### config.mk
export PLATFORM = sky130hd
export DESIGN_NAME = pld_cfg_regs
export DESIGN_NICKNAME = d
export VERILOG_FILES = /design/src/pld_pkg.sv /design/src/pld_cfg_regs.sv
export SDC_FILE = /design/constraint.sdc
export NUM_CORES = 1
export LEC_CHECK = 0
export BUFFER_PORTS_ARGS = -buffer_cell sky130_fd_sc_hd__buf_2
export CAP_MARGIN = 40
export CORE_MARGIN = 2
export CORE_UTILIZATION = 43
export DETAILED_ROUTE_END_ITERATION = 7
export HOLD_SLACK_MARGIN = 0.15
export PLACE_DENSITY = 0.7
export SLEW_MARGIN = 20
export SYNTH_ARGS = -nofsm -noshare
export SYNTH_HDL_FRONTEND = slang
export SYNTH_SLANG_ARGS = --single-unit
### constraint.sdc
create_clock -name clk_i -period 1.4 [get_ports clk_i]
set_input_delay 0.07 -clock clk_i [delete_from_list [all_inputs] [get_ports clk_i]]
set_output_delay 0.07 -clock clk_i [all_outputs]
set_load 0.005 [all_outputs]
### src/pld_pkg.sv
`default_nettype none

package pld_pkg;

  // Field and register widths
  localparam int unsigned NUM_LINES  = 3;
  localparam int unsigned RAW_W      = 32;
  localparam int unsigned TIME_W     = 32;
  localparam int unsigned GAIN_W     = 24;
  localparam int unsigned MAP_W      = 6;
  localparam int unsigned PMIN_W     = 40;
  localparam int unsigned RATIO_W    = 18;
  localparam int unsigned CFG_DATA_W = 40;
  localparam int unsigned CFG_IDX_W  = 3;
  localparam int unsigned SCORE_W    = RAW_W + GAIN_W;
  localparam int unsigned ACC_W      = 64;
  localparam int unsigned COUNT_W    = 32;
  localparam int unsigned LINE_W     = 2;
  localparam int unsigned STABLE_W   = 2;
  localparam int unsigned PART_W     = RATIO_W + 32;
  localparam int unsigned CMP_W      = RATIO_W + ACC_W;

  // Stability and ratio constants
  localparam logic [STABLE_W-1:0] STABLE_WINDOWS_NEEDED = 2'd3;
  localparam logic [STABLE_W-1:0] STABLE_WINDOWS_MAX    = 2'd3;
  // Ratio used when the second score is zero: 999 in Q10.8
  localparam logic [RATIO_W-1:0]  NO_RATIO_LIMIT        = 18'd255744;

  // Wire map code for a line without a candidate wire
  localparam logic [1:0] WIRE_NONE = 2'd3;

  // Line numbers
  localparam logic [LINE_W-1:0] LINE_NONE = 2'd0;
  localparam logic [LINE_W-1:0] LINE_L1   = 2'd1;
  localparam logic [LINE_W-1:0] LINE_L2   = 2'd2;
  localparam logic [LINE_W-1:0] LINE_L3   = 2'd3;

  // Register reset values
  localparam logic [GAIN_W-1:0]  GAIN_RESET   = 24'd65536;
  localparam logic [MAP_W-1:0]   MAP_RESET    = 6'd36;
  localparam logic [PMIN_W-1:0]  PMIN_RESET   = '0;
  localparam logic [RATIO_W-1:0] RATIO_RESET  = 18'd512;
  localparam logic [TIME_W-1:0]  WINDOW_RESET = 32'd1000;

  typedef enum logic [CFG_IDX_W-1:0] {
    CFG_GAIN_LINE1       = 3'd0,
    CFG_GAIN_LINE2       = 3'd1,
    CFG_GAIN_LINE3       = 3'd2,
    CFG_LINE_WIRE_MAP    = 3'd3,
    CFG_PEAK_FLOOR       = 3'd4,
    CFG_CONFIDENCE_RATIO = 3'd5,
    CFG_WINDOW_MS        = 3'd6
  } cfg_idx_e;

  typedef enum logic [1:0] {
    VERDICT_LOW_LOAD  = 2'd0,
    VERDICT_AMBIGUOUS = 2'd1,
    VERDICT_WEAK      = 2'd2,
    VERDICT_STABLE    = 2'd3
  } verdict_e;

  typedef struct packed {
    logic [NUM_LINES-1:0][GAIN_W-1:0] gain;
    logic [MAP_W-1:0]                 wire_map;
    logic [PMIN_W-1:0]                peak_floor;
    logic [RATIO_W-1:0]               confidence_ratio;
    logic [TIME_W-1:0]                window_ms;
  } pld_cfg_t;

  // Window-end transaction from the accumulator to the decision pipeline
  typedef struct packed {
    logic [NUM_LINES-1:0][ACC_W-1:0] acc;
    logic                            low_load;
  } pld_event_t;

endpackage

`default_nettype wire

### src/pld_cfg_regs.sv
`default_nettype none

module pld_cfg_regs (
  input  logic                                 clk_i,
  input  logic                                 rst_ni,
  input  logic                                 cfg_we_i,
  input  logic [pld_pkg::CFG_IDX_W-1:0]        cfg_idx_i,
  input  logic [pld_pkg::CFG_DATA_W-1:0]       cfg_wdata_i,
  output pld_pkg::pld_cfg_t                    cfg_o
);
  import pld_pkg::*;

  pld_cfg_t cfg_q;
  pld_cfg_t cfg_d;

  // Decode the register index and truncate the write data to its width
  always_comb begin
    cfg_d = cfg_q;
    if (cfg_we_i) begin
      unique case (cfg_idx_e'(cfg_idx_i))
        CFG_GAIN_LINE1:       cfg_d.gain[0]          = cfg_wdata_i[GAIN_W-1:0];
        CFG_GAIN_LINE2:       cfg_d.gain[1]          = cfg_wdata_i[GAIN_W-1:0];
        CFG_GAIN_LINE3:       cfg_d.gain[2]          = cfg_wdata_i[GAIN_W-1:0];
        CFG_LINE_WIRE_MAP:    cfg_d.wire_map         = cfg_wdata_i[MAP_W-1:0];
        CFG_PEAK_FLOOR:       cfg_d.peak_floor       = cfg_wdata_i[PMIN_W-1:0];
        CFG_CONFIDENCE_RATIO: cfg_d.confidence_ratio = cfg_wdata_i[RATIO_W-1:0];
        CFG_WINDOW_MS:        cfg_d.window_ms        = cfg_wdata_i[TIME_W-1:0];
        default:              cfg_d                  = cfg_q;
      endcase
    end
  end

  always_ff @(posedge clk_i or negedge rst_ni) begin
    if (!rst_ni) begin
      cfg_q.gain[0]          <= GAIN_RESET;
      cfg_q.gain[1]          <= GAIN_RESET;
      cfg_q.gain[2]          <= GAIN_RESET;
      cfg_q.wire_map         <= MAP_RESET;
      cfg_q.peak_floor       <= PMIN_RESET;
      cfg_q.confidence_ratio <= RATIO_RESET;
      cfg_q.window_ms        <= WINDOW_RESET;
    end else begin
      cfg_q <= cfg_d;
    end
  end

  assign cfg_o = cfg_q;

endmodule

`default_nettype wire

==> metrics.yaml <==
drt-pass1-iter-count: 4
launch_instance_of_the_worst_register_to_register_path: "cfg_o[91]"
wirelength_um: 15400
num_rows: 44
clkSlewWorstSetupHoldPaths_ns: 0.06
initial_core_util: 0.440
cp_cell_sequence: "buf_2"
max_slew.worst_pin.slew_ns: 0.496
setup_viol_count_final: 0
largest_net_degree_at_the_start_of_global_routing: 48
endpoint: "cfg_o[95]"
clock_latency_ns: 0.42
grt_use_total: 0.202
drc: 0
largest_register_ff_count: 168
grt_pass1_wl_um: 24700
setup.worst_path.end_class: "output pin"
h-tree-depth: 4
fin_crit_ns: 1.14
detailroute.via_count: 4121
setup.reg_to_reg.worst_slack_ns: 0.62
initialDrtViolationCount: 151
num_io_pins: 214
grt_pass1_vias: 4480
cellLeakagePower_uw: 0.00417
max_freq_mhz: 879
cts_repair_resize_count: 0
finalCoreUtilization: 0.607
clk_path_buf_depth: 2
synthDistinctLibCells: 11
outcome: "finished clean"
timing.hold.worst.class: "in2async"
syn-instance-count: 363
timing.critical_path.arrival_ns: 1.07
number_of_antenna_violations_at_the_first_check_in_global_routing: 0
floorplan.die.width_um: 126
period_share: 0.813
critical_path.max_stage_delay_ns: 0.54
crit_path_start_kind: "register"
critical-path-slowest-cell: "dfstp_2"
finish.net_count: 676
ys_seq_elements: 168
yosysWarnings: 0
gp_routability_congestion: 0.749
timing_max_transition_violations_final: 0
timing.critical_path.buf_inv: 1
detailedPlacementHpwl_um: 10300
fp.dieH_um: 126
clock-sinks: 168
crit_cells: 1
finalHoldViolations: 0
post_route_cells_drive_above_1_share: 0.678
die_area_um2: 15800
combined_area_of_all_synthesized_cells_um2: 6370
placedCellCount: 753
cts_hold_buffers: 42
flow.area_growth_from_synthesis_pct: 38.0
cts_inserted_buffers: 17
reg2reg_to: "cfg_o[91]"
max_cap_viol_count: 0
num_antenna_cells: 0
final-instance-count-excl-fill: 827
critical-path-top-delay-family: "flip-flops"
reg2regPathDepth: 1
setup_total_negative_slack_ns: 0
cp-startpoint: "cfg_o[95]"
worst-endpoint-required_ns: 1.33
critical_path_peak_fanout: 2
critical_path_class: "reg2out"
grt_setup_unrepaired: "false"
ant_nets: 0
cts_post_setup_buffers_inserted: 0
cellPowerDensity_nw_per_um2: 1620
num-fill-cells: 1143
ys_seq_area_frac: 0.662
worst_clock_skew_ns: 0
grt_overflow: 0
design.core.area_um2: 14500
avgSynthCellArea_um2: 17.5
vias_per_std_cell: 4.98
tritoncts: "built"
slew_headroom: 0.669
drt-wirelength-per-cell_um: 18.6
io_buffers: 213
vdd_drop_max_mv: 0.847
synthesis.nets: 409
clock_tree.root_cell: "clkbuf_16"
==> power by group <==
part           internal [uW]  switching, uW
sequential              5980            554
clock                   3080           1860
combinational           1650           1120
total                  10700           3530
==> per-layer routing <==
| metal | share of wire | wire [um] | GRT usage |
|---|---|---|---|
| met4 | 0.026 | 404 | 0.0810 |
| met2 | 0.50 | 7760 | 0.336 |
| met3 | 0.058 | 893 | 0.0569 |
| met1 | 0.41 | 6340 | 0.250 |
| met5 | 0 | 0 | 0 |
==> cell type report <==
cell class,instances,area [um^2],share of cell area
tap,184,230,0.0262
sequential,168,4220,0.480
timing repair buffer,268,1720,0.195
clock inverter,11,171,0.0195
clock buffer,21,460,0.0524
multi-input combinational,175,1990,0.227
==> cells by family (layout without fill, tap and decap cells) <==
family | after synthesis | in the layout | synth area share
muxes | 168 | 168 | 0.297
buffers and inverters | 20 | 300 | 0.0246
DFF | 168 | 168 | 0.662
and+or+nand+nor | 7 | 7 | 0.0161
==> metrics by stage <==
| stage | hold WS, ns | total power (uW) | instance area, um^2 | setup WS, ns |
|---|---|---|---|---|
| 5_1_grt | 0.215 | 14900 | 8790 | 0.229 |
| 3_3_place_gp | -0.0877 | 9200 | 7740 | 0.119 |
| 2_1_floorplan | -0.226 | 7690 | 6370 | 0.111 |
| 6_report | 0.226 | 14300 | 8790 | 0.262 |
| 3_5_place_dp | -0.0845 | 9340 | 7740 | 0.0751 |
| 4_1_cts | 0.193 | 14400 | 8790 | 0.247 |
==> placed cells by master, fill, tap and decap left out, drive strengths merged <==
cell type,Yosys,routed
buf,20,226
mux2,168,168
dfrtp,156,156
dlygate4sd3,0,42
clkbuf,0,21
dfstp,12,12
clkinv,0,5
bufinv,0,4
and4bb,3,3
nand4b,3,3
clkinvlp,0,2
nor4b,1,1
==> worst min-delay path by stage <==
stage	slack (ns)	from	endpoint
after floorplan	-0.23	rst_ni	cfg_o[0]
after global placement	-0.09	rst_ni	cfg_o[34]
after detailed placement	-0.08	rst_ni	cfg_o[4]
after CTS	0.19	rst_ni	cfg_o[5]
after global routing	0.22	rst_ni	cfg_o[5]
final	0.23	rst_ni	cfg_o[5]
==> synth_stat cells (all sizes together) <==
master	n	area (um^2)
mux2	168	1890
dfrtp	156	3900
buf	20	156
dfstp	12	315
and4bb	3	37.5
nand4b	3	41.3
nor4b	1	23.8
(Power assumes the default switching activity.)
