## src/pld_pkg.sv

```systemverilog
`default_nettype none

package pld_pkg;

  // Field and register widths
  localparam int unsigned NUM_LINES  = 3;
  localparam int unsigned RAW_W      = 32;
  localparam int unsigned TIME_W     = 32;
  localparam int unsigned GAIN_W     = 24;
  localparam int unsigned MAP_W      = 6;
  localparam int unsigned PMIN_W     = 40;
  localparam int unsigned RATIO_W    = 18;
  localparam int unsigned CFG_DATA_W = 40;
  localparam int unsigned CFG_IDX_W  = 3;
  localparam int unsigned SCORE_W    = RAW_W + GAIN_W;
  localparam int unsigned ACC_W      = 64;
  localparam int unsigned COUNT_W    = 32;
  localparam int unsigned LINE_W     = 2;
  localparam int unsigned STABLE_W   = 2;
  localparam int unsigned PART_W     = RATIO_W + 32;
  localparam int unsigned CMP_W      = RATIO_W + ACC_W;

  // Stability and ratio constants
  localparam logic [STABLE_W-1:0] STABLE_WINDOWS_NEEDED = 2'd3;
  localparam logic [STABLE_W-1:0] STABLE_WINDOWS_MAX    = 2'd3;
  // Ratio used when the second score is zero: 999 in Q10.8
  localparam logic [RATIO_W-1:0]  NO_RATIO_LIMIT        = 18'd255744;

  // Wire map code for a line without a candidate wire
  localparam logic [1:0] WIRE_NONE = 2'd3;

  // Line numbers
  localparam logic [LINE_W-1:0] LINE_NONE = 2'd0;
  localparam logic [LINE_W-1:0] LINE_L1   = 2'd1;
  localparam logic [LINE_W-1:0] LINE_L2   = 2'd2;
  localparam logic [LINE_W-1:0] LINE_L3   = 2'd3;

  // Register reset values
  localparam logic [GAIN_W-1:0]  GAIN_RESET   = 24'd65536;
  localparam logic [MAP_W-1:0]   MAP_RESET    = 6'd36;
  localparam logic [PMIN_W-1:0]  PMIN_RESET   = '0;
  localparam logic [RATIO_W-1:0] RATIO_RESET  = 18'd512;
  localparam logic [TIME_W-1:0]  WINDOW_RESET = 32'd1000;

  typedef enum logic [CFG_IDX_W-1:0] {
    CFG_GAIN_LINE1       = 3'd0,
    CFG_GAIN_LINE2       = 3'd1,
    CFG_GAIN_LINE3       = 3'd2,
    CFG_LINE_WIRE_MAP    = 3'd3,
    CFG_PEAK_FLOOR       = 3'd4,
    CFG_CONFIDENCE_RATIO = 3'd5,
    CFG_WINDOW_MS        = 3'd6
  } cfg_idx_e;

  typedef enum logic [1:0] {
    VERDICT_LOW_LOAD  = 2'd0,
    VERDICT_AMBIGUOUS = 2'd1,
    VERDICT_WEAK      = 2'd2,
    VERDICT_STABLE    = 2'd3
  } verdict_e;

  typedef struct packed {
    logic [NUM_LINES-1:0][GAIN_W-1:0] gain;
    logic [MAP_W-1:0]                 wire_map;
    logic [PMIN_W-1:0]                peak_floor;
    logic [RATIO_W-1:0]               confidence_ratio;
    logic [TIME_W-1:0]                window_ms;
  } pld_cfg_t;

  // Window-end transaction from the accumulator to the decision pipeline
  typedef struct packed {
    logic [NUM_LINES-1:0][ACC_W-1:0] acc;
    logic                            low_load;
  } pld_event_t;

endpackage

`default_nettype wire

```

## src/pld_if.sv

```systemverilog
`default_nettype none


interface pld_result_if;
  import pld_pkg::*;

  logic              valid;
  logic              ready;
  logic [1:0]        verdict;
  logic [LINE_W-1:0] top_line;
  logic [LINE_W-1:0] next_line;

  modport source (
    output valid, verdict, top_line, next_line,
    input  ready
  );

  modport sink (
    input  valid, verdict, top_line, next_line,
    output ready
  );
endinterface

`default_nettype wire

```

## src/pld_decide.sv

```systemverilog
`default_nettype none

module pld_decide #(
  parameter logic [pld_pkg::STABLE_W-1:0] STABLE_NEEDED = pld_pkg::STABLE_WINDOWS_NEEDED
) (
  input  logic                clk_i,
  input  logic                rst_ni,
  input  pld_pkg::pld_cfg_t   cfg_i,
  input  logic                ev_valid_i,
  output logic                ev_ready_o,
  input  pld_pkg::pld_event_t ev_i,
  pld_result_if.source        result_o
);
  import pld_pkg::*;

  // Window-end register
  logic       v3_q;
  pld_event_t ev3_q;

  // Ranking register
  logic              v4_q;
  logic [ACC_W-1:0]  bs4_q;
  logic [ACC_W-1:0]  ss4_q;
  logic [LINE_W-1:0] best4_q;
  logic [LINE_W-1:0] second4_q;
  logic              low4_q;

  // Partial product register
  logic              v5_q;
  logic [PART_W-1:0] plo5_q;
  logic [PART_W-1:0] phi5_q;
  logic [ACC_W-1:0]  bs5_q;
  logic [LINE_W-1:0] best5_q;
  logic [LINE_W-1:0] second5_q;
  logic              sszero5_q;
  logic              low5_q;

  // Result register and stability state
  logic                ov_q;
  verdict_e            verdict_q;
  logic [LINE_W-1:0]   best_q;
  logic [LINE_W-1:0]   second_q;
  logic [LINE_W-1:0]   stable_line_q;
  logic [STABLE_W-1:0] stable_win_q;

  logic                adv3;
  logic                adv4;
  logic                adv5;
  logic                free3;
  logic                free4;
  logic                free5;
  logic [ACC_W-1:0]    bs_d;
  logic [ACC_W-1:0]    ss_d;
  logic [LINE_W-1:0]   best_d;
  logic [LINE_W-1:0]   second_d;
  logic [PART_W-1:0]   plo_d;
  logic [PART_W-1:0]   phi_d;
  logic [CMP_W-1:0]    rhs;
  logic [CMP_W-1:0]    lhs;
  logic                ambiguous;
  verdict_e            verdict_d;
  logic [LINE_W-1:0]   best_out_d;
  logic [LINE_W-1:0]   second_out_d;
  logic [LINE_W-1:0]   stable_line_d;
  logic [STABLE_W-1:0] stable_win_d;

  // Handshake chain from the result register back to the accumulator
  assign adv5       = v5_q & (~ov_q | result_o.ready);
  assign free5      = ~v5_q | adv5;
  assign adv4       = v4_q & free5;
  assign free4      = ~v4_q | adv4;
  assign adv3       = v3_q & free4;
  assign free3      = ~v3_q | adv3;
  assign ev_ready_o = free3;

  always_ff @(posedge clk_i or negedge rst_ni) begin
    if (!rst_ni) begin
      v3_q <= 1'b0;
      v4_q <= 1'b0;
      v5_q <= 1'b0;
      ov_q <= 1'b0;
    end else begin
      if (free3) v3_q <= ev_valid_i;
      if (free4) v4_q <= v3_q;
      if (free5) v5_q <= v4_q;
      if (adv5)                ov_q <= 1'b1;
      else if (result_o.ready) ov_q <= 1'b0;
    end
  end

  always_ff @(posedge clk_i) begin
    if (ev_valid_i && free3) ev3_q <= ev_i;
  end

  // Rank the accumulated scores; ties keep the lower line as best
  always_comb begin
    if (ev3_q.acc[1] > ev3_q.acc[0]) begin
      best_d   = LINE_L2;
      bs_d     = ev3_q.acc[1];
      second_d = LINE_L1;
      ss_d     = ev3_q.acc[0];
    end else begin
      best_d   = LINE_L1;
      bs_d     = ev3_q.acc[0];
      second_d = LINE_L2;
      ss_d     = ev3_q.acc[1];
    end
    if (ev3_q.acc[2] > bs_d) begin
      second_d = best_d;
      ss_d     = bs_d;
      best_d   = LINE_L3;
      bs_d     = ev3_q.acc[2];
    end else if (ev3_q.acc[2] > ss_d) begin
      second_d = LINE_L3;
      ss_d     = ev3_q.acc[2];
    end
  end

  always_ff @(posedge clk_i) begin
    if (adv3) begin
      bs4_q     <= bs_d;
      ss4_q     <= ss_d;
      best4_q   <= best_d;
      second4_q <= second_d;
      low4_q    <= ev3_q.low_load;
    end
  end

  // Ratio times second score, split into two halves
  assign plo_d = PART_W'(cfg_i.confidence_ratio) * PART_W'(ss4_q[31:0]);
  assign phi_d = PART_W'(cfg_i.confidence_ratio) * PART_W'(ss4_q[ACC_W-1:32]);

  always_ff @(posedge clk_i) begin
    if (adv4) begin
      plo5_q    <= plo_d;
      phi5_q    <= phi_d;
      bs5_q     <= bs4_q;
      best5_q   <= best4_q;
      second5_q <= second4_q;
      sszero5_q <= (ss4_q == '0);
      low5_q    <= low4_q;
    end
  end

  // Combine the halves and compare best * 256 against ratio * second
  assign rhs = {phi5_q, 32'b0} + CMP_W'(plo5_q);
  assign lhs = CMP_W'({bs5_q, 8'b0});

  always_comb begin
    if (sszero5_q) ambiguous = (NO_RATIO_LIMIT < cfg_i.confidence_ratio);
    else           ambiguous = (lhs < rhs);
  end

  // Verdict and stability update
  always_comb begin
    stable_line_d = stable_line_q;
    stable_win_d  = stable_win_q;
    best_out_d    = best5_q;
    second_out_d  = second5_q;
    if (low5_q) begin
      stable_line_d = LINE_NONE;
      stable_win_d  = '0;
      verdict_d     = VERDICT_LOW_LOAD;
      best_out_d    = LINE_L1;
      second_out_d  = LINE_L2;
    end else if (ambiguous) begin
      stable_line_d = LINE_NONE;
      stable_win_d  = '0;
      verdict_d     = VERDICT_AMBIGUOUS;
    end else begin
      if (stable_line_q == best5_q) begin
        if (stable_win_q < STABLE_WINDOWS_MAX) stable_win_d = stable_win_q + 1'b1;
      end else begin
        stable_line_d = best5_q;
        stable_win_d  = STABLE_W'(1);
      end
      verdict_d = (stable_win_d >= STABLE_NEEDED) ? VERDICT_STABLE : VERDICT_WEAK;
    end
  end

  always_ff @(posedge clk_i or negedge rst_ni) begin
    if (!rst_ni) begin
      stable_line_q <= LINE_NONE;
      stable_win_q  <= '0;
    end else if (adv5) begin
      stable_line_q <= stable_line_d;
      stable_win_q  <= stable_win_d;
    end
  end

  always_ff @(posedge clk_i) begin
    if (adv5) begin
      verdict_q <= verdict_d;
      best_q    <= best_out_d;
      second_q  <= second_out_d;
    end
  end

  assign result_o.valid     = ov_q;
  assign result_o.verdict   = verdict_q;
  assign result_o.top_line  = best_q;
  assign result_o.next_line = second_q;

endmodule

`default_nettype wire

```

## src/flat_wrapper.sv

```systemverilog
// flat-port wrapper written by rule: the top's interface ports become plain ports
module pld_decide_flat import pld_pkg::*;
#(
  parameter logic [pld_pkg::STABLE_W-1:0] STABLE_NEEDED = pld_pkg::STABLE_WINDOWS_NEEDED
)
  (clk_i, rst_ni, cfg_i, ev_valid_i, ev_ready_o, ev_i, result_o_valid, result_o_verdict, result_o_top_line, result_o_next_line, result_o_ready);
  pld_result_if result_o_i ();
  input  logic clk_i;
  input  logic rst_ni;
  input  pld_pkg::pld_cfg_t cfg_i;
  input  logic ev_valid_i;
  output logic ev_ready_o;
  input  pld_pkg::pld_event_t ev_i;
  output wire logic [$bits(result_o_i.valid)-1:0] result_o_valid;
  output wire logic [$bits(result_o_i.verdict)-1:0] result_o_verdict;
  output wire logic [$bits(result_o_i.top_line)-1:0] result_o_top_line;
  output wire logic [$bits(result_o_i.next_line)-1:0] result_o_next_line;
  input wire logic [$bits(result_o_i.ready)-1:0] result_o_ready;
  assign result_o_valid = result_o_i.valid;
  assign result_o_verdict = result_o_i.verdict;
  assign result_o_top_line = result_o_i.top_line;
  assign result_o_next_line = result_o_i.next_line;
  assign result_o_i.ready = result_o_ready;
  pld_decide #(.STABLE_NEEDED(STABLE_NEEDED)) u_core (.clk_i(clk_i), .rst_ni(rst_ni), .cfg_i(cfg_i), .ev_valid_i(ev_valid_i), .ev_ready_o(ev_ready_o), .ev_i(ev_i), .result_o(result_o_i));
endmodule
```

## config.mk

```make
export PLATFORM = sky130hd
export DESIGN_NAME = pld_decide_flat
export DESIGN_NICKNAME = d
export VERILOG_FILES = /design/src/pld_pkg.sv /design/src/pld_if.sv /design/src/pld_decide.sv /design/src/flat_wrapper.sv
export SDC_FILE = /design/constraint.sdc
export NUM_CORES = 2
export LEC_CHECK = 0
export ABC_AREA = 1
export BUFFER_PORTS_ARGS = -buffer_cell sky130_fd_sc_hd__buf_2
export CORE_UTILIZATION = 60
export CTS_CLUSTER_DIAMETER = 80
export CTS_CLUSTER_SIZE = 24
export DETAILED_ROUTE_END_ITERATION = 16
export HOLD_SLACK_MARGIN = 0.1
export PLACE_DENSITY_LB_ADDON = 0.15
export SLEW_MARGIN = 25
export SYNTH_ARGS = -nofsm -noshare
export SYNTH_HDL_FRONTEND = slang
export SYNTH_SLANG_ARGS = --single-unit
```

## constraint.sdc

```tcl
create_clock -name clk_i -period 18.9 [get_ports clk_i]
set_input_delay 1.89 -clock clk_i [delete_from_list [all_inputs] [get_ports clk_i]]
set_output_delay 1.89 -clock clk_i [all_outputs]
set_load 0.03 [all_outputs]
```

==> reports/results.tsv <==
metric	value	unit
arrival	9.05	ns
wl	178000	um
yosysUniqueCellTypes	52	
hold_viol_final	0	
setup_tns	0	ns
synthTopCellsByArea	fa_1 29%, edfxtp_1 23%, nand2_1 12%, inv_1 12%, ha_1 9.8%	
die_x	335	um
fill_cells	9498	
synth-edff-count	502	
synthMuxAreaShare	0	%
synth_area	66400	sq um
htreeDepth	1	
initialDrtViolationCount	3855	
crit_type	in2reg	
min_path_cells	0	
postSynthAreaPerCell	8.31	sq um
avgRoutedWirePerCell	18.8	um
period_share	46.1	%
cts.clk_slew.worst_paths	0.10	ns
num_rows	121	
start_util	60.8	%
hold_end	u_core.bs5_q[27]	
route.detailed.drc	0	
ys_seq_area_share	23.0	%
grt.overflow.total	0	
die_height	335	um
outcome	finished clean	
grtUsageTotal	32.6	%
r2r_slack	10.85	ns
numCtsBuffers	27	
hold_buffers	0	
drt-pass1-iter-count	6	
cts_root_buf	clkbuf_16	
finalCriticalPeriod	8.71	ns
cts_tree	yes	
grt_pass1_wl	284000	um
clockBufferDepth	3	
hold_path.class	reg2reg	
start_kind	primary input	
nets	9840	
grt_setup_unrepaired	no	
gp_congestion	0.984	
synth-xor-area-share	1.69	%
synthAdderAreaFrac	38.8	%
syn2layout_area_growth	4.61	%
grt_max_degree	181	
dp.cells	9439	
ys_warn_count	0	
worstRegToRegCells	25	
worst_r2r_startpoint	u_core.ev3_q[119]	
most-common-layout-cells	2,167 x nand2_1, 2,118 x inv_1, 961 x fa_1	
grt_pass1_vias	53500	
cp_max_fo	34	
worst_slew_pin_slew	1.11	ns
layout_commonest_cell	nand2_1	
detail-route-antenna-nets	0	
final_core_util	63.6	%
synthFlopType	edfxtp_1	
dieArea	112000	sq um
dp_slack	9.66	ns
cp-end-kind	register	
ys_seq_elements	510	
routed_via_density	5.45	
netlist_instances	7992	
synth_compound_area_share	5.37	%
synth_nets	9840	
drive_gt1_share	5.55	%
synth_top_family_by_area	adder cells	
clkSinkCount	510	
setup_violations	0	
yosys.area_share.simple	17.0	%
synth_top_cell_area_share	29.0	%
max-slew-margin-rel	25.7	%
cp.required	19.24	ns
r2r-end	u_core.bs4_q[50]	
drv_cap	0	
clk_latency	0.61	ns
ctsResizeCount	0	
max_freq	115	MHz
antenna_found_initial	7	
finalNonFillerCells	9487	
io_pins	373	
core	109000	sq um
yosys.area.top_type	fa_1	
clock_skew	0.0279	ns
post_cts_buffers	0	
vias	51700	
portBuffers	222	
hp-start	u_core.bs4_q[27]	
dp_hpwl	138000	um
report.final.slew_viol_count	0	
async_flop_share	1.57	%
setup_ws	10.19	ns
[cell type report]
type                       instances  area (sq um)  area share (%)
multi-input combinational       5020         41800            60.1
sequential                       510         15300            22.0
inverter                        2123          7980            11.5
tap                             1476          1850            2.66
timing repair buffer             310          1810            2.60
clock buffer                      35           706            1.02
clock inverter                     6          80.1           0.115
antenna                            7          17.5          0.0252
[through the flow]
stage	hold slack (ns)	instance area, sq um
after floorplan	0.400	66400
after global placement	0.403	68600
after detailed placement	0.405	68700
after CTS	0.421	69500
after global routing	0.414	69500
final	0.414	69500
[worst max-delay path, cell delays in order]
cell,delay [ns]
buf_2,0.73
buf_4,0.63
nand2_1,0.16
fa_1,0.54
fa_1,0.60
fa_1,0.54
inv_1,0.05
fa_1,0.47
fa_1,0.56
inv_1,0.06
fa_1,0.53
inv_1,0.04
ha_1,0.35
a21oi_1,0.20
nor2_1,0.06
nor2_1,0.08
a21boi_0,0.16
o21ai_0,0.10
a21oi_1,0.29
inv_1,0.10
a21boi_0,0.32
o21bai_1,0.17
nand3_1,0.10
nand2_1,0.06
xor2_1,0.17
[worst max path at each step]
| stage | from | to |
|---|---|---|
| after floorplan | result_o_ready | u_core.ev3_q[0] |
| after global placement | cfg_i[35] | u_core.phi5_q[47] |
| after detailed placement | cfg_i[35] | u_core.phi5_q[47] |
| after CTS | cfg_i[35] | u_core.phi5_q[47] |
| after global routing | cfg_i[35] | u_core.phi5_q[47] |
| final | cfg_i[35] | u_core.phi5_q[47] |
[flip-flops by register name, indices dropped and copies added (netlist names), 50 cells and up]
name,count
u_core.plo5_q,50
u_core.ev3_q,193
u_core.bs4_q,64
u_core.bs5_q,64
u_core.phi5_q,50
u_core.ss4_q,64
[per-layer routing]
metal  share of wire [%]  vias up  wire length [um]  GRT usage, %
li1                    -    23900                 -             -
met1                  39    25400             69500          41.3
met2                  50     2021             89500          58.1
met3                 7.2      406             12800          3.88
met4                 3.6        2              6480          10.1
met5               0.011        -                20             0
[cell usage after synthesis, types with 7 or more instances]
| library cell | number |
|---|---|
| a211oi_1 | 7 |
| a21o_1 | 8 |
| a21oi_1 | 259 |
| a31oi_1 | 34 |
| buf_1 | 117 |
| buf_2 | 44 |
| buf_4 | 22 |
| clkbuf_1 | 153 |
| dfrtp_1 | 8 |
| edfxtp_1 | 502 |
| fa_1 | 961 |
| ha_1 | 522 |
| inv_1 | 2120 |
| nand2_1 | 2171 |
| nand3_1 | 273 |
| nand4_1 | 54 |
| nor2_1 | 204 |
| nor3_1 | 32 |
| nor4_1 | 29 |
| o211ai_1 | 11 |
| o21a_1 | 23 |
| o21ai_0 | 125 |
| o21ai_1 | 37 |
| o21ai_2 | 62 |
| o21bai_1 | 10 |
| o221ai_1 | 11 |
| xnor2_1 | 62 |
| xor2_1 | 66 |
[cells by family after synthesis]
family / count (synthesis)
compound gates: 606
xor+xnor: 128
fa+ha+maj: 1483
buf+inv: 2462
flops: 510
simple gates: 2803
Power is not shown: default switching activity piles up to over one toggle a cycle in this logic, so the estimate is an artifact.
